==> src/design/spsba_pkg.sv <==
// ----------------------------------------------------------------------------
// Slab page slot allocator package
// Command codes, status codes and register indexes shared by the allocator.
// ----------------------------------------------------------------------------
package spsba_pkg;

    localparam int WORD_BITS    = 64;
    localparam int SLOT_W       = 8;
    localparam int CNT_W        = 9;
    localparam int SLOT_CEILING = 256;

    typedef enum logic [2:0] {
        CMD_ALLOC     = 3'd0,
        CMD_FREE      = 3'd1,
        CMD_MARK_HOT  = 3'd2,
        CMD_MARK_COLD = 3'd3,
        CMD_CLEAR_HOT = 3'd4,
        CMD_QUERY     = 3'd5
    } cmd_t;

    typedef enum logic [1:0] {
        STATUS_OK   = 2'd0,
        STATUS_FULL = 2'd1,
        STATUS_BAD  = 2'd2
    } status_t;

    // Register index as decoded from paddr[2].
    localparam logic REG_SLOT_LIMIT = 1'b0;

endpackage

==> src/design/slab_page_slot_bitmap_allocator.sv <==
// ----------------------------------------------------------------------------
// Slab page slot bitmap allocator
// Allocation and hot bitmaps for one slab page, with a word-serial free-slot
// scanner, a used count and a hot count.
// ----------------------------------------------------------------------------
// Sequence: an alloc scans the 64-bit words of the map for a free slot, grants it,
//   then scans again to see whether the page is now full; the second scan
//   restarts at the granted word. A free scans once; all other commands go
//   straight to the finishing state.
// Flow: one command at a time; the scanner uses the single 64-bit word compare
//   once per cycle, and the finishing state holds while the previous result beat
//   waits for m_tready. Reset: synchronous,
//   active low; bitmaps, counts and output register clear, slot_limit is 256.
module slab_page_slot_bitmap_allocator #(
    parameter int MAP_WORDS = 4
) (
    input  logic        aclk,
    input  logic        aresetn,

    // Command channel.
    input  logic        s_tvalid,
    output logic        s_tready,
    input  logic [15:0] s_tdata,   // [2:0] cmd, [10:3] slot_index, [15:11] zero

    // Result channel.
    output logic        m_tvalid,
    input  logic        m_tready,
    output logic [31:0] m_tdata,   // [1:0] status, [9:2] granted_slot,
                                   // [18:10] used_slots, [27:19] hot_slots,
                                   // [28] slot_is_hot, [29] became_full,
                                   // [30] became_partial, [31] became_empty

    // Configuration port.
    input  logic        psel,
    input  logic        penable,
    input  logic        pwrite,
    input  logic [2:0]  paddr,
    input  logic [31:0] pwdata,
    output logic [31:0] prdata,
    output logic        pready
);

    import spsba_pkg::*;

    // Word index width, and the width used to compare a candidate slot with the limit.
    localparam int WA        = (MAP_WORDS > 1) ? $clog2(MAP_WORDS) : 1;
    localparam int CAND_W    = WA + 6;
    localparam int CMP_W     = (CAND_W > CNT_W) ? CAND_W : CNT_W;
    localparam int CAP_SLOTS = MAP_WORDS * WORD_BITS;

    // The sequencer has three states: waiting for a beat, scanning the allocation
    // map one word per cycle, and finishing, which applies the update and loads
    // the result register.
    typedef enum logic [1:0] {
        S_IDLE,
        S_SCAN,
        S_FINISH
    } state_t;

    // Lowest set bit of a 64-bit word; the scanner feeds it the inverted map word.
    function automatic logic [5:0] lowest_set(input logic [63:0] v);
        logic [5:0] idx;
        idx = '0;
        for (int b = WORD_BITS - 1; b >= 0; b--) begin
            if (v[b]) begin
                idx = 6'(b);
            end
        end
        return idx;
    endfunction

    state_t            state_reg, state_next;
    cmd_t              cmd_reg, cmd_next;
    logic [SLOT_W-1:0] tgt_reg, tgt_next;
    logic [WA-1:0]     scan_w_reg, scan_w_next;
    logic              pass_reg, pass_next;
    logic              fail_reg, fail_next;
    logic              full_reg, full_next;
    logic              was_full_reg, was_full_next;
    logic [CNT_W-1:0]  used_reg, used_next;
    logic [CNT_W-1:0]  hot_cnt_reg, hot_cnt_next;
    logic [CNT_W-1:0]  limit_reg, limit_next;
    logic              m_tvalid_reg, m_tvalid_next;
    logic [31:0]       m_tdata_reg, m_tdata_next;

    logic [WORD_BITS-1:0] alloc_map_reg [MAP_WORDS];
    logic [WORD_BITS-1:0] hot_map_reg   [MAP_WORDS];

    // Bitmap write controls from the sequencer.
    logic                 alloc_wr_en;
    logic [WA-1:0]        alloc_wr_addr;
    logic [WORD_BITS-1:0] alloc_wr_data;
    logic                 hot_wr_en;
    logic                 hot_clear;
    logic [WORD_BITS-1:0] hot_wr_data;

    // Scanner datapath: one allocation word per cycle.
    logic [CNT_W-1:0]     eff_limit;
    logic [WORD_BITS-1:0] scan_word;
    logic [WORD_BITS-1:0] scan_inv;
    logic                 scan_hit;
    logic [5:0]           scan_bit;
    logic [CAND_W-1:0]    cand;
    logic                 cand_ok;
    logic                 scan_last;

    // Addressed slot: the command's slot, or the granted slot after an alloc.
    logic [WA-1:0]        tgt_w;
    logic                 tgt_in_cap;
    logic [WORD_BITS-1:0] tgt_aword;
    logic [WORD_BITS-1:0] tgt_hword;
    logic [WORD_BITS-1:0] tgt_mask;
    logic                 tgt_abit;
    logic                 tgt_hbit;

    // Result fields built in the finishing cycle.
    status_t          r_status;
    logic [SLOT_W-1:0] r_granted;
    logic             r_is_hot;
    logic             r_full;
    logic             r_part;
    logic             r_empty;
    logic [CNT_W-1:0] used_dec;

    logic cfg_write;

    assign s_tready = (state_reg == S_IDLE);
    assign m_tvalid = m_tvalid_reg;
    assign m_tdata  = m_tdata_reg;

    // Configuration access: one register, always ready.
    assign pready    = 1'b1;
    assign cfg_write = psel && penable && pwrite && pready && (paddr[2] == REG_SLOT_LIMIT);
    assign prdata    = (paddr[2] == REG_SLOT_LIMIT) ? {23'd0, limit_reg} : 32'd0;

    // The effective limit is clipped to 256; the map capacity bounds candidates by itself.
    assign eff_limit = (limit_reg > CNT_W'(SLOT_CEILING)) ? CNT_W'(SLOT_CEILING) : limit_reg;

    assign scan_word = alloc_map_reg[scan_w_reg];
    assign scan_inv  = ~scan_word;
    assign scan_hit  = |scan_inv;
    assign scan_bit  = lowest_set(scan_inv);
    assign cand      = {scan_w_reg, scan_bit};
    // The first word with a clear bit ends the scan; if that bit lies at or
    // beyond the limit, the page counts as full.
    assign cand_ok   = scan_hit && (CMP_W'(cand) < CMP_W'(eff_limit));
    assign scan_last = (scan_w_reg == WA'(MAP_WORDS - 1));

    assign tgt_w      = WA'(tgt_reg[7:6]);
    assign tgt_in_cap = (int'(tgt_reg) < CAP_SLOTS);
    assign tgt_aword  = alloc_map_reg[tgt_w];
    assign tgt_hword  = hot_map_reg[tgt_w];
    assign tgt_mask   = 64'd1 << tgt_reg[5:0];
    assign tgt_abit   = tgt_aword[tgt_reg[5:0]];
    assign tgt_hbit   = tgt_hword[tgt_reg[5:0]];
    assign used_dec   = (used_reg == '0) ? '0 : used_reg - CNT_W'(1);

    always_comb begin
        state_next    = state_reg;
        cmd_next      = cmd_reg;
        tgt_next      = tgt_reg;
        scan_w_next   = scan_w_reg;
        pass_next     = pass_reg;
        fail_next     = fail_reg;
        full_next     = full_reg;
        was_full_next = was_full_reg;
        used_next     = used_reg;
        hot_cnt_next  = hot_cnt_reg;
        limit_next    = cfg_write ? pwdata[CNT_W-1:0] : limit_reg;
        m_tvalid_next = (m_tvalid_reg && m_tready) ? 1'b0 : m_tvalid_reg;
        m_tdata_next  = m_tdata_reg;

        alloc_wr_en   = 1'b0;
        alloc_wr_addr = tgt_w;
        alloc_wr_data = tgt_aword & ~tgt_mask;
        hot_wr_en     = 1'b0;
        hot_clear     = 1'b0;
        hot_wr_data   = tgt_hword;

        r_status  = STATUS_OK;
        r_granted = '0;
        r_is_hot  = 1'b0;
        r_full    = 1'b0;
        r_part    = 1'b0;
        r_empty   = 1'b0;

        case (state_reg)
            S_IDLE: begin
                if (s_tvalid) begin
                    cmd_next      = cmd_t'(s_tdata[2:0]);
                    tgt_next      = s_tdata[10:3];
                    scan_w_next   = '0;
                    pass_next     = 1'b0;
                    fail_next     = 1'b0;
                    full_next     = 1'b0;
                    was_full_next = 1'b0;
                    if (s_tdata[2:0] inside {CMD_ALLOC, CMD_FREE}) begin
                        state_next = S_SCAN;
                    end else begin
                        state_next = S_FINISH;
                    end
                end
            end

            S_SCAN: begin
                if (scan_hit || scan_last) begin
                    if (cmd_reg == CMD_ALLOC && !pass_reg) begin
                        if (cand_ok) begin
                            // Grant the slot, then rescan from the same word
                            // to see whether the page is now full.
                            alloc_wr_en   = 1'b1;
                            alloc_wr_addr = scan_w_reg;
                            alloc_wr_data = scan_word | (64'd1 << scan_bit);
                            used_next     = (used_reg == '1) ? used_reg
                                                             : used_reg + CNT_W'(1);
                            tgt_next      = SLOT_W'(cand);
                            pass_next     = 1'b1;
                        end else begin
                            fail_next  = 1'b1;
                            state_next = S_FINISH;
                        end
                    end else if (cmd_reg == CMD_ALLOC) begin
                        full_next  = !cand_ok;
                        state_next = S_FINISH;
                    end else begin
                        was_full_next = !cand_ok;
                        state_next    = S_FINISH;
                    end
                end else begin
                    scan_w_next = scan_w_reg + WA'(1);
                end
            end

            S_FINISH: begin
                case (cmd_reg)
                    CMD_ALLOC: begin
                        if (fail_reg) begin
                            r_status = STATUS_FULL;
                        end else begin
                            r_granted = tgt_reg;
                            r_is_hot  = tgt_hbit;
                            r_full    = full_reg;
                        end
                    end
                    CMD_FREE: begin
                        if (!tgt_in_cap || !tgt_abit) begin
                            r_status = STATUS_BAD;
                            r_is_hot = tgt_in_cap && tgt_hbit;
                        end else begin
                            alloc_wr_en = 1'b1;
                            used_next   = used_dec;
                            r_part      = was_full_reg;
                            r_empty     = (used_dec == '0);
                            r_is_hot    = tgt_hbit;
                        end
                    end
                    CMD_MARK_HOT, CMD_MARK_COLD: begin
                        if (!tgt_in_cap) begin
                            r_status = STATUS_BAD;
                        end else begin
                            hot_wr_en = 1'b1;
                            if (cmd_reg == CMD_MARK_HOT) begin
                                hot_wr_data = tgt_hword | tgt_mask;
                                r_is_hot    = 1'b1;
                                if (!tgt_hbit) begin
                                    hot_cnt_next = hot_cnt_reg + CNT_W'(1);
                                end
                            end else begin
                                hot_wr_data = tgt_hword & ~tgt_mask;
                                if (tgt_hbit) begin
                                    hot_cnt_next = hot_cnt_reg - CNT_W'(1);
                                end
                            end
                        end
                    end
                    CMD_CLEAR_HOT: begin
                        hot_clear    = 1'b1;
                        hot_cnt_next = '0;
                    end
                    default: begin
                        // Query, and the unused codes behave as a query.
                        if (!tgt_in_cap) begin
                            r_status = STATUS_BAD;
                        end else begin
                            r_is_hot = tgt_hbit;
                            if (!tgt_abit) begin
                                r_status = STATUS_BAD;
                            end
                        end
                    end
                endcase

                // Hold the update until the result register is free.
                if (m_tvalid_reg && !m_tready) begin
                    alloc_wr_en  = 1'b0;
                    hot_wr_en    = 1'b0;
                    hot_clear    = 1'b0;
                    used_next    = used_reg;
                    hot_cnt_next = hot_cnt_reg;
                end else begin
                    m_tvalid_next = 1'b1;
                    m_tdata_next  = {r_empty, r_part, r_full, r_is_hot,
                                     hot_cnt_next, used_next, r_granted, r_status};
                    state_next    = S_IDLE;
                end
            end

            default: begin
                state_next = S_IDLE;
            end
        endcase
    end

    always_ff @(posedge aclk) begin
        if (!aresetn) begin
            state_reg    <= S_IDLE;
            cmd_reg      <= CMD_QUERY;
            tgt_reg      <= '0;
            scan_w_reg   <= '0;
            pass_reg     <= 1'b0;
            fail_reg     <= 1'b0;
            full_reg     <= 1'b0;
            was_full_reg <= 1'b0;
            used_reg     <= '0;
            hot_cnt_reg  <= '0;
            limit_reg    <= CNT_W'(SLOT_CEILING);
            m_tvalid_reg <= 1'b0;
            m_tdata_reg  <= '0;
            for (int i = 0; i < MAP_WORDS; i++) begin
                alloc_map_reg[i] <= '0;
                hot_map_reg[i]   <= '0;
            end
        end else begin
            state_reg    <= state_next;
            cmd_reg      <= cmd_next;
            tgt_reg      <= tgt_next;
            scan_w_reg   <= scan_w_next;
            pass_reg     <= pass_next;
            fail_reg     <= fail_next;
            full_reg     <= full_next;
            was_full_reg <= was_full_next;
            used_reg     <= used_next;
            hot_cnt_reg  <= hot_cnt_next;
            limit_reg    <= limit_next;
            m_tvalid_reg <= m_tvalid_next;
            m_tdata_reg  <= m_tdata_next;
            if (alloc_wr_en) begin
                alloc_map_reg[alloc_wr_addr] <= alloc_wr_data;
            end
            if (hot_clear) begin
                for (int i = 0; i < MAP_WORDS; i++) begin
                    hot_map_reg[i] <= '0;
                end
            end else if (hot_wr_en) begin
                hot_map_reg[tgt_w] <= hot_wr_data;
            end
        end
    end

endmodule

==> config.mk <==
export PLATFORM = sky130hd
export DESIGN_NAME = slab_page_slot_bitmap_allocator
export DESIGN_NICKNAME = d
export VERILOG_FILES = /design/src/design/spsba_pkg.sv /design/src/design/slab_page_slot_bitmap_allocator.sv
export SDC_FILE = /design/constraint.sdc
export NUM_CORES = 1
export LEC_CHECK = 0
export BUFFER_PORTS_ARGS = -buffer_cell sky130_fd_sc_hd__buf_2
export CAP_MARGIN = 20
export CORE_MARGIN = 2
export CORE_UTILIZATION = 44
export DETAILED_ROUTE_END_ITERATION = 10
export SLEW_MARGIN = 20
export SYNTH_ARGS = -nofsm -noshare
export SYNTH_HDL_FRONTEND = slang
export SYNTH_SLANG_ARGS = --single-unit
==> constraint.sdc <==
create_clock -name aclk -period 11.75 [get_ports aclk]
set_input_delay 0 -clock aclk [delete_from_list [all_inputs] [get_ports aclk]]
set_output_delay 0 -clock aclk [all_outputs]
set_load 0.01 [all_outputs]
[Word-level counts from Yosys, hierarchy flattened]
Memories as Yosys holds them, arrays and structs flattened. A register that Yosys moved wholly into a read port is not among the register bits.
Index checks and enable logic that the tools add are counted.
Operators by class
  add/subtract/negate cells: 5
  $lt $le $gt $ge: 3
  equal/unequal tests: 21
  shift operators: 2
  muxes and demuxes: 183
  bitwise operators: 12
  reduce and logical (&&, ||, !) cells: 33
Operator list (count)
  64-bit two-way mux: 13
  6-bit two-way mux: 64
  64-bit OR reduction: 3
  64-bit AND: 2
  64-bit inverter: 2
  64-bit bitwise OR: 2
  1-bit by 6-bit << shifter with 64-bit output (first input constant): 2
  9-bit two-way mux: 13
  1-bit two-way mux: 52
  8-bit two-way mux: 6
  2-bit two-way mux: 21
  9-bit one-hot mux with 2 select lines: 2
  2-bit != test (second input constant): 11
  5-bit AND reduction: 4
  9-bit by 1-bit adder with 9-bit output (second input constant): 2
  9-bit logical NOT: 2
  9-bit by 1-bit subtractor with 9-bit output (second input constant): 2
  8-bit one-hot mux with 2 select lines: 1
  1-bit binary-select mux with 6-bit select: 2
  1-bit one-hot mux with 2 select lines: 5
  9-bit == test (second input constant): 1
  9-bit > comparator (second input constant): 1
  8-bit by 9-bit < comparator with 1-bit output: 1
  2-bit one-hot mux with 2 select lines: 2
  other kinds (24): 43
Storage, ports and cells
  flip-flop bits (word level): 79
  RAM bits: 512
  input port bits: 58
  output and inout bits: 67
  word-level logic and storage cells: 274
  memories kept: 2
Memory list
  alloc_map_reg: words 4, bits a word 64, read ports 2, clocked after Yosys merged registers in 2, write ports 4, RTL line slab_page_slot_bitmap_allocator.sv:86  | logic [WORD_BITS-1:0] alloc_map_reg [MAP_WORDS];
  hot_map_reg: words 4, bits a word 64, read ports 1, clocked after Yosys merged registers in 1, write ports 4, RTL line slab_page_slot_bitmap_allocator.sv:87  | logic [WORD_BITS-1:0] hot_map_reg [MAP_WORDS];

[Longest topological paths before layout]
Gate-level depths: netlist of the first run.
  depth after elaboration: 76
  gate-level depth with buffers: 24
  mapped depth without buffers: 18

[Least setup slack after synthesis of the first run]
OpenSTA, ideal clock, no wires.
  kind: register to register
  start: reg with a tool-made name
  end: mem alloc_map_reg[3][0], enable pin
  library setup time: 0.574 ns
  data arrival time: 8.800 ns
  required time: 11.176 ns
  setup slack: 2.375 ns
  stages on the path, launching flop included: 22
  buffers on the path: 4
  clock period less this slack: 9.375 ns
  path through: dfxtp_1 -> buf_6 -> buf_6 -> buf_12 -> mux4_2 -> nand2_1 -> a21o_1 -> a31oi_1 -> a2111oi_0 -> a21oi_1 -> and2_1 -> ha_1 -> or3b_2 -> a21o_1 -> a21o_1 -> a32o_1 -> a21oi_2 -> o211a_4 -> buf_6 -> and3_1 -> a31oi_1 -> o21ai_0
RTL lines (RTL line)
  end, declared: slab_page_slot_bitmap_allocator.sv:86

==> out/results.ini, run 1 <==
[outcome]
status=finished, final reports clean

[placed_design]
pre_cts_slack_ns=3.38
dp_hpwl_um=54900
port_buffers=70
place_congestion=0.902

[grt]
track_usage_pct=25.5
overflow=0
grt_pass1_vias=23300
grt_antenna_before_repair=0
grt_max_degree=111
grt_pass1_wl_um=145000

[clock_tree]
clockBufferDepth=3
postCtsSetupBuffers=0
ctsResizeCount=0
worstSkewPairLatency_ns=0.65
cts_buffers=59
cts_root_buf=clkbuf_16
h-tree-depth=2
cts_tree=built
clkSlewWorstSetupHoldPaths_ns=0.06
cts.sinks=586

[cells_and_area]
area_growth_pct=10.2
antenna_cells=0
nets=2828
drive_gt1_share_pct=18.8

[route]
drtPass1Iterations=6
first_iter_violations=2664
vias_per_cell=6.32
wirelength_um=96800
vias=23800
ant_nets=0
drc=0
wl_per_cell_um=25.7

[setup_path]
startpoint_type=register
cp_max_fo=65
crit_arrival_ns=8.53
cp-end-kind=register
crit_required_ns=11.98
critical_path_class=reg2reg
reg2reg_slack_ns=3.45

[power_and_ir_drop]
power.static_leakage_nw=11.9
power_density_nw_per_um2=151
peakVddDrop_v=0.000120

[floorplanning]
core_area_um2=72700
dieArea_um2=75400
start_util_pct=44.3
die_y_um=275
die_x_um=275
std_cell_rows=99
ios=125

[run]
maxCapViolations=0

[synth]
synth-seq-cells=586
synth-edff-count=512
async_flop_share_pct=0
yosys.area.top_type=edfxtp_1
seq_area_frac_synth_pct=52.3
yosysWarnings=0
synth_top_area_share_pct=47.7
ys.flop_type=edfxtp_1
avgSynthCellArea_um2=11.7
synth_cell_type_count=108
synth.most_common_cell=nor2_1
netlist_area_um2=32200
syn_inst=2748
netlist_top_cells_area=edfxtp_1 48%, mux4_2 13%, nor2_1 7.3%, dfxtp_1 4.6%, mux2i_1 2.2%
netlist_top_cells_count=628 x nor2_1, 512 x edfxtp_1, 185 x mux4_2

[timing]
finalSetupViolCount=0
whs_ns=0.0271
setup_tns_ns=0
fin_skew_ns=0.0165
period_share_pct=70.6
timing.final.ws_setup_ns=3.45
layout_min_cycle_time_ns=8.30
rsz0062_at_grt=no
maxSlewViolCount=0
max_freq_mhz=120
hold_violations=0
tightest_slew_ns=1.21
slew_headroom_pct=18.8

[worst_hold_path]
hold_class=in2reg

cells in the final DEF (no fill, tap or decap), drive strengths merged, types with 70 or more instances in the layout:
cell / netlist / routed
buf: 115 / 118
mux2i: 70 / 70
clkbuf: 124 / 77
o21ai: 142 / 142
nor2: 640 / 640
a21oi: 111 / 111
nand2: 126 / 126
dfxtp: 74 / 74
mux4: 185 / 185
edfxtp: 512 / 512
through the flow:
step           power, W  std cells  instance area, µm²  utilization [%]
2_1_floorplan   0.00316       2770               32300                -
3_3_place_gp    0.00342       3607               33000             45.4
3_5_place_dp    0.00344       3607               33000             45.4
4_1_cts         0.00538       3761               35500             48.8
5_1_grt         0.00555       3762               35500             48.8
6_report        0.00537       3762               35500             48.8
cell type report:
cell class,count,area (µm²)
clock buffer,77,1600
multi-input combinational,1902,14100
timing repair buffer,163,1190
inverter,43,161
fill,6414,37200
clock inverter,32,373
sequential,586,16900
tap,959,1200
kinds of logic after synthesis:
kind of cell               Yosys count  synth area share [%]
and+or+nand+nor                   1029                  14.1
DFF                                586                  52.3
AOI/OAI and AO/OA                  540                  12.0
muxes                              284                  16.1
buffers and inverters              282                  4.54
adders and majority gates           17                 0.645
xor gates and xnor gates             8                 0.217
other                                2                0.0233
final timing paths:
check / startpoint / to / cells after the start
max: register / alloc_map_reg[1][44]$_SDFFCE_PN0P_ / 19
min: pwrite / limit_reg[2]$_SDFFE_PN0P_ / 4
max reg2reg: register / alloc_map_reg[1][44]$_SDFFCE_PN0P_ / 19
min reg2reg: m_tdata[31]$_SDFFE_PN0P_ / m_tdata[31]$_SDFFE_PN0P_ / 2
power breakdown:
part,internal (W),switching (W),total [W]
combinational,0.000375,0.000627,0.00100
clock,0.00111,0.000830,0.00194
sequential,0.00235,0.0000703,0.00242
total,0.00384,0.00153,0.00537
what timing repair did:
action	in CTS	in global routing
endpoints found under the setup margin	0	0
hold buffers	45	0
hold endpoints to repair	31	0
critical path, stage by stage, from the launching register on:
cell	delay, ns
dfxtp_4	0.88
buf_4	0.72
mux4_2	0.46
nand4_1	0.28
nor4_2	0.76
or2b_1	0.28
a21oi_1	0.42
ha_1	0.22
nand3_1	0.08
nor2_1	0.21
o21ai_0	0.14
a221oi_1	0.46
a21oi_2	0.14
o211ai_4	0.12
buf_4	0.76
o21ai_2	0.31
o2111ai_4	0.13
buf_4	0.86
nand2_4	0.04
buf_4	0.48
routing by layer:
layer	wire, µm	up-vias	track usage [%]	part of all wire [%]
met1	38100	11900	33.8	39
li1	-	10400	-	-
met4	3350	0	8.68	3.5
met5	0	-	0	0
met3	9520	198	5.29	9.8
met2	45800	1304	41.8	47
(Power assumes the default switching activity.)
==> inputs of run 2 (changes only) <==
ABC_AREA = 1   (was unset)
clock period = 6.95 ns   (was 11.75 ns; I/O delays follow)
==> run 2 against run 1 <==
  * Utilization rose by 1.1 points
  * Sequential share of layout area fell by 3.2 points
  * Setup slack got worse by 2.8 ns
  * Fmax rose by 32%
  * Cell area rose by 7.1%
  * First-iteration DRC count rose by 27%
  * Flip-flop and latch count did not move
  * Clock power rose by 66%
  * Non-clock buffer count rose by 77
  * Clock-buffer cell count rose by 3
==> out/results.ini, run 2 <==
[outcome]
status=finished, final reports clean

[setup_path]
critPathTopFamily=simple AND/OR/NAND/NOR gates
crit_arrival_ns=6.71  ; -1.82 ns
cp_slowest_stage_delay_ns=0.42  ; -0.46 ns
cp_max_fo=32  ; -51%
critPathBufInv=7  ; +3
cp-end-kind=register
slowest_stage=a32oi_2
startpoint_type=register
crit_required_ns=7.34  ; -4.64 ns
cpMostUsedCell=nand2_1
critical_path_class=reg2reg

[run]
maxCapViolations=0  ; unchanged

[power_and_ir_drop]
power.static_leakage_nw=15.5  ; +30%
power_density_nw_per_um2=239  ; +58%
sequentialPowerShare_pct=44.7  ; -0.4 points
combPwrFrac_pct=19.8  ; +1.1 points
total_power_w=0.00908  ; +69%
peakVddDrop_v=0.000198  ; +65%
intPower_w=0.00624  ; +63%
p_sw_share_pct=31.3  ; +2.8 points
switchingPower_w=0.00284  ; +86%
power_frac_clock_pct=35.5  ; -0.7 points

[synth]
netlist_top_cells_count=876 x nand2_1, 723 x nor2_1, 512 x edfxtp_1
synth-edff-count=512  ; unchanged
avgSynthCellArea_um2=8.04  ; -31%
yosys.area.top_type=edfxtp_1
synth_top_area_share_pct=45.3  ; -2.4 points
synth-seq-cells=586  ; unchanged
synth_cell_type_count=64  ; -41%
synth.most_common_cell=nand2_1
netlist_top_cells_area=edfxtp_1 45%, nand2_1 9.7%, nor2_1 8.0%, inv_1 5.3%, a21oi_1 4.6%
yosysWarnings=0  ; unchanged
seq_area_frac_synth_pct=49.6  ; -2.7 points
ys.flop_type=edfxtp_1
async_flop_share_pct=0  ; unchanged
syn_inst=4223  ; +54%
netlist_area_um2=34000  ; +5.4%

[floorplanning]
die_y_um=282  ; +2.6%
core_area_um2=76200  ; +4.8%
std_cell_rows=101  ; +2.0%
start_util_pct=44.6  ; +0.26 points
dieArea_um2=79400  ; +5.3%
die_x_um=282  ; +2.6%
ios=125  ; unchanged

[timing]
period_share_pct=90.8  ; +20 points
maxSlewViolCount=0  ; unchanged
timing.final.ws_setup_ns=0.639  ; -2.81 ns
setup_tns_ns=0  ; unchanged
tightest_slew_ns=1.09  ; -0.112 ns
hold_violations=0  ; unchanged
fin_skew_ns=0.0222  ; +0.00569 ns
finalSetupViolCount=0  ; unchanged
slew_headroom_pct=27.0  ; +8.2 points
layout_min_cycle_time_ns=6.31  ; -1.99 ns
max_freq_mhz=158  ; +32%
whs_ns=0.0364  ; +0.00930 ns

[clock_tree]
clkSlewWorstSetupHoldPaths_ns=0.06  ; about the same
h-tree-depth=2  ; unchanged
cts_root_buf=clkbuf_16
cts_tree=built
cts.sinks=586  ; unchanged
worstSkewPairLatency_ns=0.67  ; +0.02 ns
cts_buffers=61  ; +3.4%
clockBufferDepth=3  ; unchanged

[grt]
grt_max_degree=108  ; -2.7%
grt_antenna_before_repair=3  ; +3
grt_pass1_wl_um=172000  ; +19%
overflow=0  ; unchanged
track_usage_pct=28.7  ; +3.2 points
grt_pass1_vias=28000  ; +20%

[route]
ant_nets=0  ; unchanged
vias=30400  ; +28%
first_iter_violations=3386  ; +27%
vias_per_cell=5.68  ; -10%
wl_per_cell_um=22.1  ; -14%
wirelength_um=118000  ; +22%
drtPass1Iterations=6  ; unchanged
drc=0  ; unchanged

[cells_and_area]
drive_gt1_share_pct=10.8  ; -8.0 points
nets=4330  ; +53%
mostFrequentLayoutCell=nand2_1
finalInstanceArea_um2=38000  ; +7.1%
area_growth_pct=11.9
nFillCells=7248  ; +13%
layout_common_cells=868 x nand2_1, 719 x nor2_1, 512 x edfxtp_1, 481 x inv_1, 315 x a21oi_1

[placed_design]
port_buffers=70  ; unchanged
place_area_um2=35100  ; +6.1%
place_congestion=0.981  ; +8.7%
pre_cts_slack_ns=0.400  ; -2.98 ns
dp_hpwl_um=71800  ; +31%

[worst_hold_path]
hold_class=in2reg

run 2: cell count changes after synthesis, sizes merged, moves of 57 or more:
cell / previous run / this run
inv: 42 / 492
or2: 5 / 65
nand3: 58 / 133
clkbuf: 124 / 181
a32oi: 1 / 67
o31a: 66 / 0
mux4: 185 / 0
o21ai: 142 / 317
nand2: 126 / 902
nor2: 640 / 763
mux2i: 70 / 1
a21oi: 111 / 315
run 2: metal layers:
metal | share of wire, % | vias up | GRT usage (%)
li1 | - | 14100 | -
met2 | 45 | 1588 | 45.5
met4 | 4.4 | 6 | 11.7
met3 | 10 | 281 | 5.02
met5 | 0.035 | - | 0
met1 | 40 | 14400 | 39.1
run 2: worst paths after layout:
path,from,endpoint,slack [ns],cells past startpoint
max,register,alloc_map_reg[1][31]$_SDFFCE_PN0P_,0.64,70
min,penable,limit_reg[0]$_SDFFE_PN0P_,0.04,4
max reg2reg,register,alloc_map_reg[1][31]$_SDFFCE_PN0P_,0.64,70
min reg2reg,register,register,0.46,2
run 2: cell type report:
type | instances | area, µm² | share of cell area [%]
flip-flops and latches | 586 | 16900 | 44.4
multi-input cells | 2865 | 13900 | 36.5
clock inverters | 36 | 285 | 0.750
diodes | 5 | 12.5 | 0.0329
inverters | 500 | 1910 | 5.04
repair buffers | 240 | 2100 | 5.52
repair inverters | 3 | 26.3 | 0.0691
well taps | 1030 | 1290 | 3.39
clock buffers | 80 | 1660 | 4.37
run 2: worst register-to-register path, delay by kind of cell, from the launching register on:
kind | cells | cell delay, ns
and+or+nand+nor | 61 | 3.93
AOI/OAI and AO/OA | 2 | 0.56
buffers and inverters | 7 | 1.17
DFF | 1 | 0.39
run 2: kinds of logic (layout without fill, tap and decap cells):
group,count (synthesis),after routing,synth area share (%)
other cells,2,29,0.0221
flops,586,586,49.6
xor+xnor,8,8,0.206
mux,2,2,0.0626
simple gates,1926,1928,23.5
compound gates,888,888,15.6
fa+ha+maj,15,15,0.553
buf+inv,796,859,10.4
run 2: power by group through the flow:
stage | Combinational (W) | Clock, W | Sequential (W)
2_1_floorplan | 0.00113 | 0 | 0.00410
3_3_place_gp | 0.00170 | 0 | 0.00413
3_5_place_dp | 0.00171 | 0 | 0.00413
4_1_cts | 0.00173 | 0.00325 | 0.00405
5_1_grt | 0.00195 | 0.00338 | 0.00407
6_report | 0.00180 | 0.00323 | 0.00406
run 2: timing repair:
action,CTS,global route
buffers inserted,0,32
endpoints found under the setup margin,0,517
hold buffers,40,0
resized for setup,0,39
hold endpoints to repair,41,0
run 2: through the flow:
step | utilization [%] | instances
final | 49.9 | 5345
after global placement | 46.0 | 5142
after floorplan | - | 4245
after global routing | 49.9 | 5340
after detailed placement | 46.0 | 5142
after CTS | 49.1 | 5298
